**src/rtl/sceh_pkg.sv**
```systemverilog
`default_nettype none

package sceh_pkg;

	// Field widths of the item and the result
	localparam int COORD_W   = 24;
	localparam int RADIUS_W  = 23;
	localparam int ID_W      = 32;

	// Fixed-point formats
	localparam int COORD_FRAC_BITS = 8;
	localparam int TIME_FRAC_BITS  = 16;
	localparam int TIME_W          = TIME_FRAC_BITS + 2;
	localparam logic [TIME_W-1:0] TIME_NONE = {2'b10, {TIME_FRAC_BITS{1'b0}}};

	// Internal widths
	localparam int DIFF_W    = COORD_W + 1;      // coordinate difference, signed
	localparam int SQ_W      = 2 * COORD_W + 1;  // sum of two squares, unsigned
	localparam int H_W       = SQ_W + 1;         // dot product, signed
	localparam int PROD_W    = 2 * SQ_W;         // h^2, a*c and discriminant
	localparam int ROOT_W    = SQ_W;             // integer square root
	localparam int ACC_A_W   = 2 * DIFF_W + 2;   // first multiply pass accumulator
	localparam int ACC_B_W   = PROD_W + 2;       // second multiply pass accumulator

	// Step counts of the serial units
	localparam int PROD_STEPS = DIFF_W;
	localparam int QUAD_STEPS = SQ_W;
	localparam int ROOT_STEPS = ROOT_W;
	localparam int DIV_STEPS  = TIME_FRAC_BITS + 1;
	localparam int CNT_W      = $clog2(SQ_W + 1);

	// Largest |d|^2 that still counts as a zero-length segment (|d|^2 < 0.0001)
	localparam logic [SQ_W-1:0] SHORT_A_MAX =
		SQ_W'(((64'd1 << (2 * COORD_FRAC_BITS)) - 64'd1) / 64'd10000);

	typedef struct packed {
		logic                       new_search;
		logic signed [COORD_W-1:0]  start_x;
		logic signed [COORD_W-1:0]  start_y;
		logic signed [COORD_W-1:0]  end_x;
		logic signed [COORD_W-1:0]  end_y;
		logic signed [COORD_W-1:0]  centre_x;
		logic signed [COORD_W-1:0]  centre_y;
		logic [RADIUS_W-1:0]        radius;
		logic [ID_W-1:0]            target_id;
	} in_item_t;

	typedef struct packed {
		logic               hit;
		logic [TIME_W-1:0]  hit_time;
		logic [ID_W-1:0]    hit_id;
	} out_item_t;

	// Control of a bit-serial multiply-accumulate unit
	typedef struct packed {
		logic step;   // consume one multiplier bit
		logic first;  // first bit: load instead of accumulate
		logic neg;    // first bit carries negative weight
	} mac_ctrl_t;

endpackage

`default_nettype wire

```
**src/rtl/sceh_mac2.sv**
```systemverilog
`default_nettype none

// Bit-serial sum of two products, multiplier bits taken MSB first.
module sceh_mac2
	import sceh_pkg::*;
#(
	parameter int XW = 25,
	parameter int AW = 52
) (
	input  logic                 clk,
	input  mac_ctrl_t            ctrl,
	input  logic                 b0,
	input  logic                 b1,
	input  logic signed [XW-1:0] x0,
	input  logic signed [XW-1:0] x1,
	output logic signed [AW-1:0] acc
);

	logic signed [XW:0]   t0;
	logic signed [XW:0]   t1;
	logic signed [XW:0]   term;
	logic signed [AW-1:0] term_ext;
	logic signed [AW-1:0] acc_q;

	// Select the partial products of this bit
	always_comb begin
		t0       = b0 ? {x0[XW-1], x0} : '0;
		t1       = b1 ? {x1[XW-1], x1} : '0;
		term     = t0 + t1;
		term_ext = {{(AW-XW-1){term[XW]}}, term};
	end

	// Double and add; the first bit loads, with its sign weight
	always_ff @(posedge clk) begin
		if (ctrl.step) begin
			if (ctrl.first) begin
				acc_q <= ctrl.neg ? -term_ext : term_ext;
			end else begin
				acc_q <= (acc_q <<< 1) + term_ext;
			end
		end
	end

	assign acc = acc_q;

endmodule

`default_nettype wire

```
**src/rtl/sceh_isqrt.sv**
```systemverilog
`default_nettype none

// Restoring integer square root, two radicand bits per cycle.
module sceh_isqrt
	import sceh_pkg::*;
(
	input  logic              clk,
	input  logic              arst_n,
	input  logic              start,
	input  logic [PROD_W-1:0] rad,
	output logic              done,
	output logic [ROOT_W-1:0] root
);

	localparam int REM_W = ROOT_W + 2;

	logic              busy_q;
	logic              done_q;
	logic [CNT_W-1:0]  cnt_q;
	logic [PROD_W-1:0] rad_q;
	logic [REM_W-1:0]  rem_q;
	logic [ROOT_W-1:0] root_q;
	logic [REM_W+1:0]  rem_sh;
	logic [REM_W+1:0]  trial;
	logic [REM_W+1:0]  diff;
	logic              fits;
	logic              last;

	// Bring down two bits and try the next root bit
	always_comb begin
		rem_sh = {rem_q, rad_q[PROD_W-1 -: 2]};
		trial  = {2'b00, root_q, 2'b01};
		diff   = rem_sh - trial;
		fits   = rem_sh >= trial;
		last   = cnt_q == CNT_W'(ROOT_STEPS - 1);
	end

	// Sequence the iterations
	always_ff @(posedge clk or negedge arst_n) begin
		if (!arst_n) begin
			busy_q <= 1'b0;
			done_q <= 1'b0;
			cnt_q  <= '0;
		end else begin
			done_q <= busy_q && last;
			if (start) begin
				busy_q <= 1'b1;
				cnt_q  <= '0;
			end else if (busy_q) begin
				cnt_q <= cnt_q + 1'b1;
				if (last) begin
					busy_q <= 1'b0;
				end
			end
		end
	end

	// Advance radicand, remainder and root
	always_ff @(posedge clk) begin
		if (start) begin
			rad_q  <= rad;
			rem_q  <= '0;
			root_q <= '0;
		end else if (busy_q) begin
			rad_q  <= rad_q << 2;
			rem_q  <= fits ? diff[REM_W-1:0] : rem_sh[REM_W-1:0];
			root_q <= {root_q[ROOT_W-2:0], fits};
		end
	end

	assign done = done_q;
	assign root = root_q;

endmodule

`default_nettype wire

```
**src/rtl/sceh_tdiv.sv**
```systemverilog
`default_nettype none

// Restoring division num / den giving one time bit per cycle (num <= den).
module sceh_tdiv
	import sceh_pkg::*;
(
	input  logic              clk,
	input  logic              arst_n,
	input  logic              start,
	input  logic [SQ_W-1:0]   num,
	input  logic [SQ_W-1:0]   den,
	output logic              done,
	output logic [TIME_W-1:0] quo
);

	logic              busy_q;
	logic              done_q;
	logic              first_q;
	logic [CNT_W-1:0]  cnt_q;
	logic [SQ_W-1:0]   den_q;
	logic [SQ_W-1:0]   rem_q;
	logic [TIME_W-1:0] quo_q;
	logic [SQ_W:0]     x;
	logic [SQ_W:0]     diff;
	logic              fits;
	logic              last;

	// Integer bit first without shifting, then the fraction bits
	always_comb begin
		x    = first_q ? {1'b0, rem_q} : {rem_q, 1'b0};
		diff = x - {1'b0, den_q};
		fits = x >= {1'b0, den_q};
		last = cnt_q == CNT_W'(DIV_STEPS - 1);
	end

	// Sequence the iterations
	always_ff @(posedge clk or negedge arst_n) begin
		if (!arst_n) begin
			busy_q  <= 1'b0;
			done_q  <= 1'b0;
			first_q <= 1'b0;
			cnt_q   <= '0;
		end else begin
			done_q <= busy_q && last;
			if (start) begin
				busy_q  <= 1'b1;
				first_q <= 1'b1;
				cnt_q   <= '0;
			end else if (busy_q) begin
				first_q <= 1'b0;
				cnt_q   <= cnt_q + 1'b1;
				if (last) begin
					busy_q <= 1'b0;
				end
			end
		end
	end

	// Advance remainder and quotient
	always_ff @(posedge clk) begin
		if (start) begin
			den_q <= den;
			rem_q <= num;
			quo_q <= '0;
		end else if (busy_q) begin
			rem_q <= fits ? diff[SQ_W-1:0] : x[SQ_W-1:0];
			quo_q <= {quo_q[TIME_W-2:0], fits};
		end
	end

	assign done = done_q;
	assign quo  = quo_q;

endmodule

`default_nettype wire

```
**src/rtl/swept_circle_earliest_hit_top.sv**
```systemverilog
// Earliest hit of a moving segment against a stream of circles.
// Input channel item_valid/item_ready/item carries one segment, circle and
// target id; the result channel result_valid/result_ready/result carries the
// best hit of the current search (flag, Q2.16 time, id) after each item.
// Exactly one result leaves for every accepted item, in order.
// One item is worked on at a time. A short segment or a start point inside
// the circle ends after the first multiply pass, a negative discriminant
// after the second; a full solve runs the bit-serial multiply passes, the
// square root (one root bit per cycle, 49 bits) and the time division one
// after the other.
// A finished result sits in an output register; item_ready returns while it
// waits, so the next item can start. If the receiver stalls, the block holds
// the finished result of the next item until the register frees up.
// Reset clears the search to no hit, time 2.0, id 0, and empties the output.
// new_search clears flag and time (not the id) before the item is tested.
`default_nettype none

module swept_circle_earliest_hit_top
	import sceh_pkg::*;
(
	input  logic      clk,
	input  logic      arst_n,
	input  logic      item_valid,
	output logic      item_ready,
	input  in_item_t  item,
	output logic      result_valid,
	input  logic      result_ready,
	output out_item_t result
);

	typedef enum logic [8:0] {
		S_IDLE = 9'b000000001,
		S_PROD = 9'b000000010,
		S_EVAL = 9'b000000100,
		S_QUAD = 9'b000001000,
		S_DISC = 9'b000010000,
		S_ROOT = 9'b000100000,
		S_PICK = 9'b001000000,
		S_DIV  = 9'b010000000,
		S_DONE = 9'b100000000
	} state_t;

	localparam int N_W = H_W + 1;

	state_t state_q;
	state_t state_nxt;
	logic [CNT_W-1:0] cnt_q;

	logic              best_hit_q;
	logic [TIME_W-1:0] best_time_q;
	logic [ID_W-1:0]   best_id_q;
	logic              result_valid_q;
	out_item_t         result_q;

	logic [ID_W-1:0]          id_q;
	logic signed [DIFF_W-1:0] dx_q, dy_q, px_q, py_q, fx_q, fy_q, r_q;
	logic signed [DIFF_W-1:0] dx_sh_q, dy_sh_q, px_sh_q, py_sh_q, fx_sh_q, fy_sh_q, r_sh_q;
	logic signed [H_W-1:0]    h_q;
	logic [SQ_W-1:0]          a_q;
	logic [SQ_W-1:0]          habs_q;
	logic [SQ_W-1:0]          habs_sh_q;
	logic [SQ_W-1:0]          c_sh_q;
	logic                     cand_ok_q;
	logic [TIME_W-1:0]        cand_t_q;

	logic accept;
	logic cnt_last;
	mac_ctrl_t ctrl_a;
	mac_ctrl_t ctrl_b;

	logic signed [ACC_A_W-1:0] acc_a, acc_p, acc_f, acc_r, acc_h;
	logic signed [ACC_B_W-1:0] acc_hh, acc_ac;

	logic [SQ_W-1:0]       a_val, p2, f2, r2, c_val;
	logic signed [H_W-1:0] h_val;
	logic [H_W-1:0]        h_mag;
	logic                  is_short, p_in, s_in;

	logic signed [ACC_B_W-1:0] disc;
	logic                      disc_neg;
	logic                      root_start, root_done;
	logic [ROOT_W-1:0]         root;

	logic [N_W-1:0]  h_ext, s_ext, a_ext, n1, n2;
	logic            n1_ok, n2_ok;
	logic [SQ_W-1:0] num;
	logic            div_start, div_done;
	logic [TIME_W-1:0] quo;

	logic out_free, finish, take;

	assign item_ready = state_q == S_IDLE;
	assign accept     = item_valid && item_ready;
	assign cnt_last   = (state_q == S_PROD) ? (cnt_q == CNT_W'(PROD_STEPS - 1))
	                                        : (cnt_q == CNT_W'(QUAD_STEPS - 1));

	// Multiply controls: first pass is signed, second unsigned
	always_comb begin
		ctrl_a.step  = state_q == S_PROD;
		ctrl_a.first = cnt_q == '0;
		ctrl_a.neg   = cnt_q == '0;
		ctrl_b.step  = state_q == S_QUAD;
		ctrl_b.first = cnt_q == '0;
		ctrl_b.neg   = 1'b0;
	end

	// First pass: |d|^2, |end-centre|^2, |f|^2, R^2 and f.d
	sceh_mac2 #(.XW(DIFF_W), .AW(ACC_A_W)) u_mac_a (
		.clk(clk), .ctrl(ctrl_a),
		.b0(dx_sh_q[DIFF_W-1]), .b1(dy_sh_q[DIFF_W-1]),
		.x0(dx_q), .x1(dy_q), .acc(acc_a)
	);
	sceh_mac2 #(.XW(DIFF_W), .AW(ACC_A_W)) u_mac_p (
		.clk(clk), .ctrl(ctrl_a),
		.b0(px_sh_q[DIFF_W-1]), .b1(py_sh_q[DIFF_W-1]),
		.x0(px_q), .x1(py_q), .acc(acc_p)
	);
	sceh_mac2 #(.XW(DIFF_W), .AW(ACC_A_W)) u_mac_f (
		.clk(clk), .ctrl(ctrl_a),
		.b0(fx_sh_q[DIFF_W-1]), .b1(fy_sh_q[DIFF_W-1]),
		.x0(fx_q), .x1(fy_q), .acc(acc_f)
	);
	sceh_mac2 #(.XW(DIFF_W), .AW(ACC_A_W)) u_mac_r (
		.clk(clk), .ctrl(ctrl_a),
		.b0(r_sh_q[DIFF_W-1]), .b1(1'b0),
		.x0(r_q), .x1('0), .acc(acc_r)
	);
	sceh_mac2 #(.XW(DIFF_W), .AW(ACC_A_W)) u_mac_h (
		.clk(clk), .ctrl(ctrl_a),
		.b0(dx_sh_q[DIFF_W-1]), .b1(dy_sh_q[DIFF_W-1]),
		.x0(fx_q), .x1(fy_q), .acc(acc_h)
	);

	// Second pass: h^2 and a*c
	sceh_mac2 #(.XW(H_W), .AW(ACC_B_W)) u_mac_hh (
		.clk(clk), .ctrl(ctrl_b),
		.b0(habs_sh_q[SQ_W-1]), .b1(1'b0),
		.x0({1'b0, habs_q}), .x1('0), .acc(acc_hh)
	);
	sceh_mac2 #(.XW(H_W), .AW(ACC_B_W)) u_mac_ac (
		.clk(clk), .ctrl(ctrl_b),
		.b0(c_sh_q[SQ_W-1]), .b1(1'b0),
		.x0({1'b0, a_q}), .x1('0), .acc(acc_ac)
	);

	// Classify the item after the first pass
	always_comb begin
		a_val    = acc_a[SQ_W-1:0];
		p2       = acc_p[SQ_W-1:0];
		f2       = acc_f[SQ_W-1:0];
		r2       = acc_r[SQ_W-1:0];
		h_val    = acc_h[H_W-1:0];
		h_mag    = h_val[H_W-1] ? -h_val : h_val;
		c_val    = f2 - r2;
		is_short = a_val <= SHORT_A_MAX;
		p_in     = p2 <= r2;
		s_in     = f2 < r2;
	end

	// Discriminant and root start
	always_comb begin
		disc       = acc_hh - acc_ac;
		disc_neg   = disc[ACC_B_W-1];
		root_start = (state_q == S_DISC) && !disc_neg;
	end

	sceh_isqrt u_isqrt (
		.clk(clk), .arst_n(arst_n), .start(root_start),
		.rad(disc[PROD_W-1:0]), .done(root_done), .root(root)
	);

	// Pick the entry root, else the exit root, inside [0, a]
	always_comb begin
		h_ext     = {h_q[H_W-1], h_q};
		s_ext     = {2'b00, root};
		a_ext     = {2'b00, a_q};
		n1        = -h_ext - s_ext;
		n2        = s_ext - h_ext;
		n1_ok     = !n1[N_W-1] && (n1 <= a_ext);
		n2_ok     = !n2[N_W-1] && (n2 <= a_ext);
		num       = n1_ok ? n1[SQ_W-1:0] : n2[SQ_W-1:0];
		div_start = (state_q == S_PICK) && (n1_ok || n2_ok);
	end

	sceh_tdiv u_tdiv (
		.clk(clk), .arst_n(arst_n), .start(div_start),
		.num(num), .den(a_q), .done(div_done), .quo(quo)
	);

	// Sequence the item through the passes
	always_comb begin
		state_nxt = state_q;
		unique case (state_q)
			S_IDLE: if (accept) state_nxt = S_PROD;
			S_PROD: if (cnt_last) state_nxt = S_EVAL;
			S_EVAL: state_nxt = (is_short || s_in) ? S_DONE : S_QUAD;
			S_QUAD: if (cnt_last) state_nxt = S_DISC;
			S_DISC: state_nxt = disc_neg ? S_DONE : S_ROOT;
			S_ROOT: if (root_done) state_nxt = S_PICK;
			S_PICK: state_nxt = (n1_ok || n2_ok) ? S_DIV : S_DONE;
			S_DIV:  if (div_done) state_nxt = S_DONE;
			S_DONE: if (out_free) state_nxt = S_IDLE;
			default: state_nxt = S_IDLE;
		endcase
	end

	// Apply the candidate when the output register can take the result
	always_comb begin
		out_free = !result_valid_q || result_ready;
		finish   = (state_q == S_DONE) && out_free;
		take     = cand_ok_q && (cand_t_q < best_time_q);
	end

	// Control and search state
	always_ff @(posedge clk or negedge arst_n) begin
		if (!arst_n) begin
			state_q        <= S_IDLE;
			cnt_q          <= '0;
			best_hit_q     <= 1'b0;
			best_time_q    <= TIME_NONE;
			best_id_q      <= '0;
			result_valid_q <= 1'b0;
		end else begin
			state_q <= state_nxt;
			if ((state_q == S_PROD || state_q == S_QUAD) && !cnt_last) begin
				cnt_q <= cnt_q + 1'b1;
			end else begin
				cnt_q <= '0;
			end
			if (accept && item.new_search) begin
				best_hit_q  <= 1'b0;
				best_time_q <= TIME_NONE;
			end
			if (finish && take) begin
				best_hit_q  <= 1'b1;
				best_time_q <= cand_t_q;
				best_id_q   <= id_q;
			end
			if (finish) begin
				result_valid_q <= 1'b1;
			end else if (result_ready) begin
				result_valid_q <= 1'b0;
			end
		end
	end

	// Item operands and serial shift copies
	always_ff @(posedge clk) begin
		if (accept) begin
			id_q    <= item.target_id;
			dx_q    <= {item.end_x[COORD_W-1], item.end_x}
			         - {item.start_x[COORD_W-1], item.start_x};
			dy_q    <= {item.end_y[COORD_W-1], item.end_y}
			         - {item.start_y[COORD_W-1], item.start_y};
			px_q    <= {item.end_x[COORD_W-1], item.end_x}
			         - {item.centre_x[COORD_W-1], item.centre_x};
			py_q    <= {item.end_y[COORD_W-1], item.end_y}
			         - {item.centre_y[COORD_W-1], item.centre_y};
			fx_q    <= {item.start_x[COORD_W-1], item.start_x}
			         - {item.centre_x[COORD_W-1], item.centre_x};
			fy_q    <= {item.start_y[COORD_W-1], item.start_y}
			         - {item.centre_y[COORD_W-1], item.centre_y};
			r_q     <= {2'b00, item.radius};
			dx_sh_q <= {item.end_x[COORD_W-1], item.end_x}
			         - {item.start_x[COORD_W-1], item.start_x};
			dy_sh_q <= {item.end_y[COORD_W-1], item.end_y}
			         - {item.start_y[COORD_W-1], item.start_y};
			px_sh_q <= {item.end_x[COORD_W-1], item.end_x}
			         - {item.centre_x[COORD_W-1], item.centre_x};
			py_sh_q <= {item.end_y[COORD_W-1], item.end_y}
			         - {item.centre_y[COORD_W-1], item.centre_y};
			fx_sh_q <= {item.start_x[COORD_W-1], item.start_x}
			         - {item.centre_x[COORD_W-1], item.centre_x};
			fy_sh_q <= {item.start_y[COORD_W-1], item.start_y}
			         - {item.centre_y[COORD_W-1], item.centre_y};
			r_sh_q  <= {2'b00, item.radius};
		end else if (state_q == S_PROD) begin
			dx_sh_q <= dx_sh_q << 1;
			dy_sh_q <= dy_sh_q << 1;
			px_sh_q <= px_sh_q << 1;
			py_sh_q <= py_sh_q << 1;
			fx_sh_q <= fx_sh_q << 1;
			fy_sh_q <= fy_sh_q << 1;
			r_sh_q  <= r_sh_q << 1;
		end
	end

	// Second pass operands
	always_ff @(posedge clk) begin
		if (state_q == S_EVAL) begin
			h_q       <= h_val;
			a_q       <= a_val;
			habs_q    <= h_mag[SQ_W-1:0];
			habs_sh_q <= h_mag[SQ_W-1:0];
			c_sh_q    <= c_val;
		end else if (state_q == S_QUAD) begin
			habs_sh_q <= habs_sh_q << 1;
			c_sh_q    <= c_sh_q << 1;
		end
	end

	// Candidate hit of the current item
	always_ff @(posedge clk) begin
		if (state_q == S_EVAL) begin
			cand_ok_q <= is_short ? p_in : s_in;
			cand_t_q  <= '0;
		end else if (state_q == S_DISC && disc_neg) begin
			cand_ok_q <= 1'b0;
		end else if (state_q == S_PICK && !(n1_ok || n2_ok)) begin
			cand_ok_q <= 1'b0;
		end else if (state_q == S_DIV && div_done) begin
			cand_ok_q <= 1'b1;
			cand_t_q  <= quo;
		end
	end

	// Output register holds the search state after this item
	always_ff @(posedge clk) begin
		if (finish) begin
			result_q.hit      <= take ? 1'b1 : best_hit_q;
			result_q.hit_time <= take ? cand_t_q : best_time_q;
			result_q.hit_id   <= take ? id_q : best_id_q;
		end
	end

	assign result_valid = result_valid_q;
	assign result       = result_q;

endmodule

`default_nettype wire

```
**config.mk**
```make
export PLATFORM = sky130hd
export DESIGN_NAME = swept_circle_earliest_hit_top
export DESIGN_NICKNAME = d
export VERILOG_FILES = /design/src/rtl/sceh_pkg.sv /design/src/rtl/sceh_mac2.sv /design/src/rtl/sceh_isqrt.sv /design/src/rtl/sceh_tdiv.sv /design/src/rtl/swept_circle_earliest_hit_top.sv
export SDC_FILE = /design/constraint.sdc
export NUM_CORES = 2
export LEC_CHECK = 0
export BUFFER_PORTS_ARGS = -buffer_cell sky130_fd_sc_hd__buf_2
export CAP_MARGIN = 5
export CORE_MARGIN = 8
export CORE_UTILIZATION = 50
export DETAILED_ROUTE_END_ITERATION = 7
export PLACE_DENSITY = 0.65
export RECOVER_POWER = 100
export SLEW_MARGIN = 20
export SYNTH_ARGS = -nofsm -noshare
export SYNTH_HDL_FRONTEND = slang
export SYNTH_SLANG_ARGS = --single-unit
```
**constraint.sdc**
```tcl
create_clock -name clk -period 11.6 [get_ports clk]
set_clock_uncertainty 0.15 [all_clocks]
set_input_delay 2.32 -clock clk [delete_from_list [all_inputs] [get_ports clk]]
set_output_delay 2.32 -clock clk [all_outputs]
set_load 0.1 [all_outputs]
```
==> metrics.md <==
| Metric | Value |
|---|---|
| Syn Std Cell Area | 0.116 mm^2 |
| Clock Latency Late Sink | 0.86 ns |
| Syn Area/Cell | 9.15 um^2 |
| Die area | 0.247 mm^2 |
| Num rows | 176 |
| Total of max-cap violations | 39 |
| Max stage delay cell, worst path | clkbuf_1 |
| Slew headroom | -3.04 |
| Sequential area share after synthesis | 0.383 |
| Final nets | 14100 |
| Placer Congestion | 1.03 |
| Iter 0 DRT Violations | 8039 |
| CP delay by family, top | compound AO/OA/AOI/OAI gates |
| Top cell by count, worst path | o21ai_0 |
| Die Span Y | 497 um |
| CP startpoint kind | flip-flop |
| CP Data Required Time | 11.83 ns |
| Postcts setup bufs | 0 |
| CTS Hold Bufs | 0 |
| HPWL Detailed | 256000 um |
| Crit path DAT | 9.98 ns |
| Wire per inst | 20.9 um |
| Critical path's largest stage delay | 2.71 ns |
| RSZ-0062 raised after global routing | no |
| Routed Wire Length | 333000 um |
| Setup TNS | 0 ns |
| Largest net degree at the start of global routing | 197 |
| Inserted Clock Buffers | 180 |
| Tcrit/Tclk final | 0.841 |
| Fin crit period | 9.75 ns |
| Final setup vio count | 0 |
| Vias post-DR | 94600 |
| Fillers | 20600 |
| Syn_nets | 14000 |
| Cell Pwr Density | 263 mW/mm^2 |
| Starting density of the core | 0.504 |
| Crit Path Class | reg -> reg |
| Grt total ovfl | 0 |
| Main synth FF type | edfxtp_1 |
| Area Growth Syn to Fin | 8.61% |
| Slew @ Worst Pin | 6.07 ns |
| Ratio of cells with drive above 1 in the final layout | 0.0578 |
| Port bufs | 256 |
| Post-synth EDFFs | 1317 |
| Leakage | 53.0 nW |
| Pwr Total | 0.0332 W |
| Crit path max fanout | 95 |
| Synthesized flop and latch total | 1539 |
| Worst Hold Class | reg -> reg |
| CTS tree | done |
| DR pass1 iterations | 8 |
| Run status | complete, but fails checks |
| Vias in the first global route | 92200 |
| Remaining DRCs | 0 |
| H-tree lvl count | 4 |
| WHS | 0.314 ns |
| Clock Tree Root | clkbuf_16 |
| Netlist cell types | 94 |
| First-pass GRT wire length | 516000 um |
| Final Hold Fails | 0 |
| CP Capture Type | flip-flop |
| Clock buffer depth | 3 |
| Ports | 257 |
| Finished Layout Cells | 16000 |
| Avg Vias per Cell | 5.93 |
| Reg2Reg Launch Point | u_mac_hh.acc[0] |
| Asr flop ratio synth | 0.0546 |
| Core area | 0.230 mm^2 |
| CP startpoint | u_mac_hh.acc[0] |
| Critical Path, Cell by Cell | inv_1, ha_1, nand2b_1, a21oi_1, o211ai_1, a22o_1, o31a_1, o21ai_0, a31oi_1, o21a_1, o311a_1, xnor2_1, or2_0, clkbuf_1, o21ai_0 |
| Cells after DPL | 15600 |
| Buf/Inv on CP | 2 |
| Commonest non-fill, non-tap cell in the layout | nand2_1 |
| Clk slew on worst S/H paths | 0.06 ns |
| Maximum vdd drop | 0.662 mV |
| Die X | 497 um |
| Post-CTS Resized | 0 |
| Worst Hold Launch | u_isqrt.done |
| Syn Inst Count | 12700 |
| Clock Sinks | 1539 |
| Initial antenna violation count | 11 |
| Detail Route Antenna Nets | 0 |
| Failing checks | capacitance limit, slew limit |
| Yosys warning count | 0 |
| Max-slew violations | 2754 |
| Global Route Usage Sum | 0.256 |
| FMAX | 103 MHz |
| Commonest cells after routing, fill and taps aside | nand2_1 (1449), edfxtp_1 (1317), ha_1 (1122), o21ai_0 (1010), a21oi_1 (963) |
final timing paths:
path	endpoint	slack (ns)	cells after the start
max in group asynchronous	best_id_q[14]	5.81	2
worst min register to register	state_q[5]	0.31	1
worst min-delay path	state_q[5]	0.31	1
worst max register to register	u_isqrt.rad_q[96]	1.85	15
min in group asynchronous	best_time_q[5]	1.78	1
worst max-delay path	u_isqrt.rad_q[96]	1.85	15
through the flow:
step                instance area [um^2]  setup WS, ns  utilization
floorplan                         116000          1.88            -
CTS                               126000          2.91        0.549
global route                      126000          1.04        0.547
finish                            126000          1.85        0.547
global placement                  120000          2.72        0.522
detailed placement                120000          2.97        0.522
where the power goes:
part	leakage, nW	total (W)	internal (W)	switching, W
clock network	2.91	0.00582	0.00325	0.00257
logic	35.7	0.0181	0.00712	0.0110
registers	14.4	0.00926	0.00834	0.000925
flip-flops by register name, summed over array words and instances (netlist names), 50 cells and up:
register	flops
h_q	50
result	51
u_isqrt.rad_q	98
u_isqrt.rem_q	51
u_mac_ac.acc	100
u_mac_h.acc	50
u_mac_hh.acc	100
layout make-up:
type / instances / area [um^2] / share of cell area
Clock inverter: 110 / 1300 / 0.0103
Multi-Input combinational cell: 9897 / 66900 / 0.531
Inverter: 830 / 3120 / 0.0248
Tap cell: 3026 / 3790 / 0.0301
Sequential cell: 1539 / 44400 / 0.353
Antenna cell: 11 / 27.5 / 0.000219
Timing Repair Buffer: 328 / 1590 / 0.0126
Clock buffer: 224 / 4740 / 0.0377
kinds of logic (layout without fill, tap and decap cells):
kind of cell             after synthesis  count (layout)  share of synthesized area
flip-flops                          1539            1539                      0.383
other                                  0              11                          0
buffers and inverters               1233            1492                     0.0400
multiplexers                         318             318                     0.0291
AO/OA/AOI/OAI                       3400            3400                      0.181
AND/OR/NAND/NOR                     4022            4022                      0.166
adder cells (fa/ha/maj)             1144            1144                      0.125
XOR/XNOR                            1013            1013                     0.0766
cell usage after synthesis (all sizes together), types with 163 or more instances:
| master | number | share of area |
|---|---|---|
| nor3 | 204 | 0.0089 |
| o21ai | 1013 | 0.044 |
| xor2 | 378 | 0.029 |
| and2 | 366 | 0.020 |
| a21o | 455 | 0.029 |
| xnor2 | 635 | 0.048 |
| inv | 830 | 0.027 |
| nand3 | 243 | 0.010 |
| nor2 | 837 | 0.027 |
| ha | 1122 | 0.12 |
| mux2i | 163 | 0.014 |
| nand2 | 1449 | 0.047 |
| a21oi | 963 | 0.042 |
| edfxtp | 1317 | 0.34 |
| clkbuf | 393 | 0.013 |
per-layer routing:
layer / track usage / routed length (um) / vias to the layer above
met5: 0 / 20 / -
met4: 0.113 / 16900 / 2
met3: 0.0324 / 18500 / 604
met2: 0.427 / 154000 / 2888
met1: 0.335 / 144000 / 45200
li1: - / - / 45900
(Power assumes the default switching activity.)
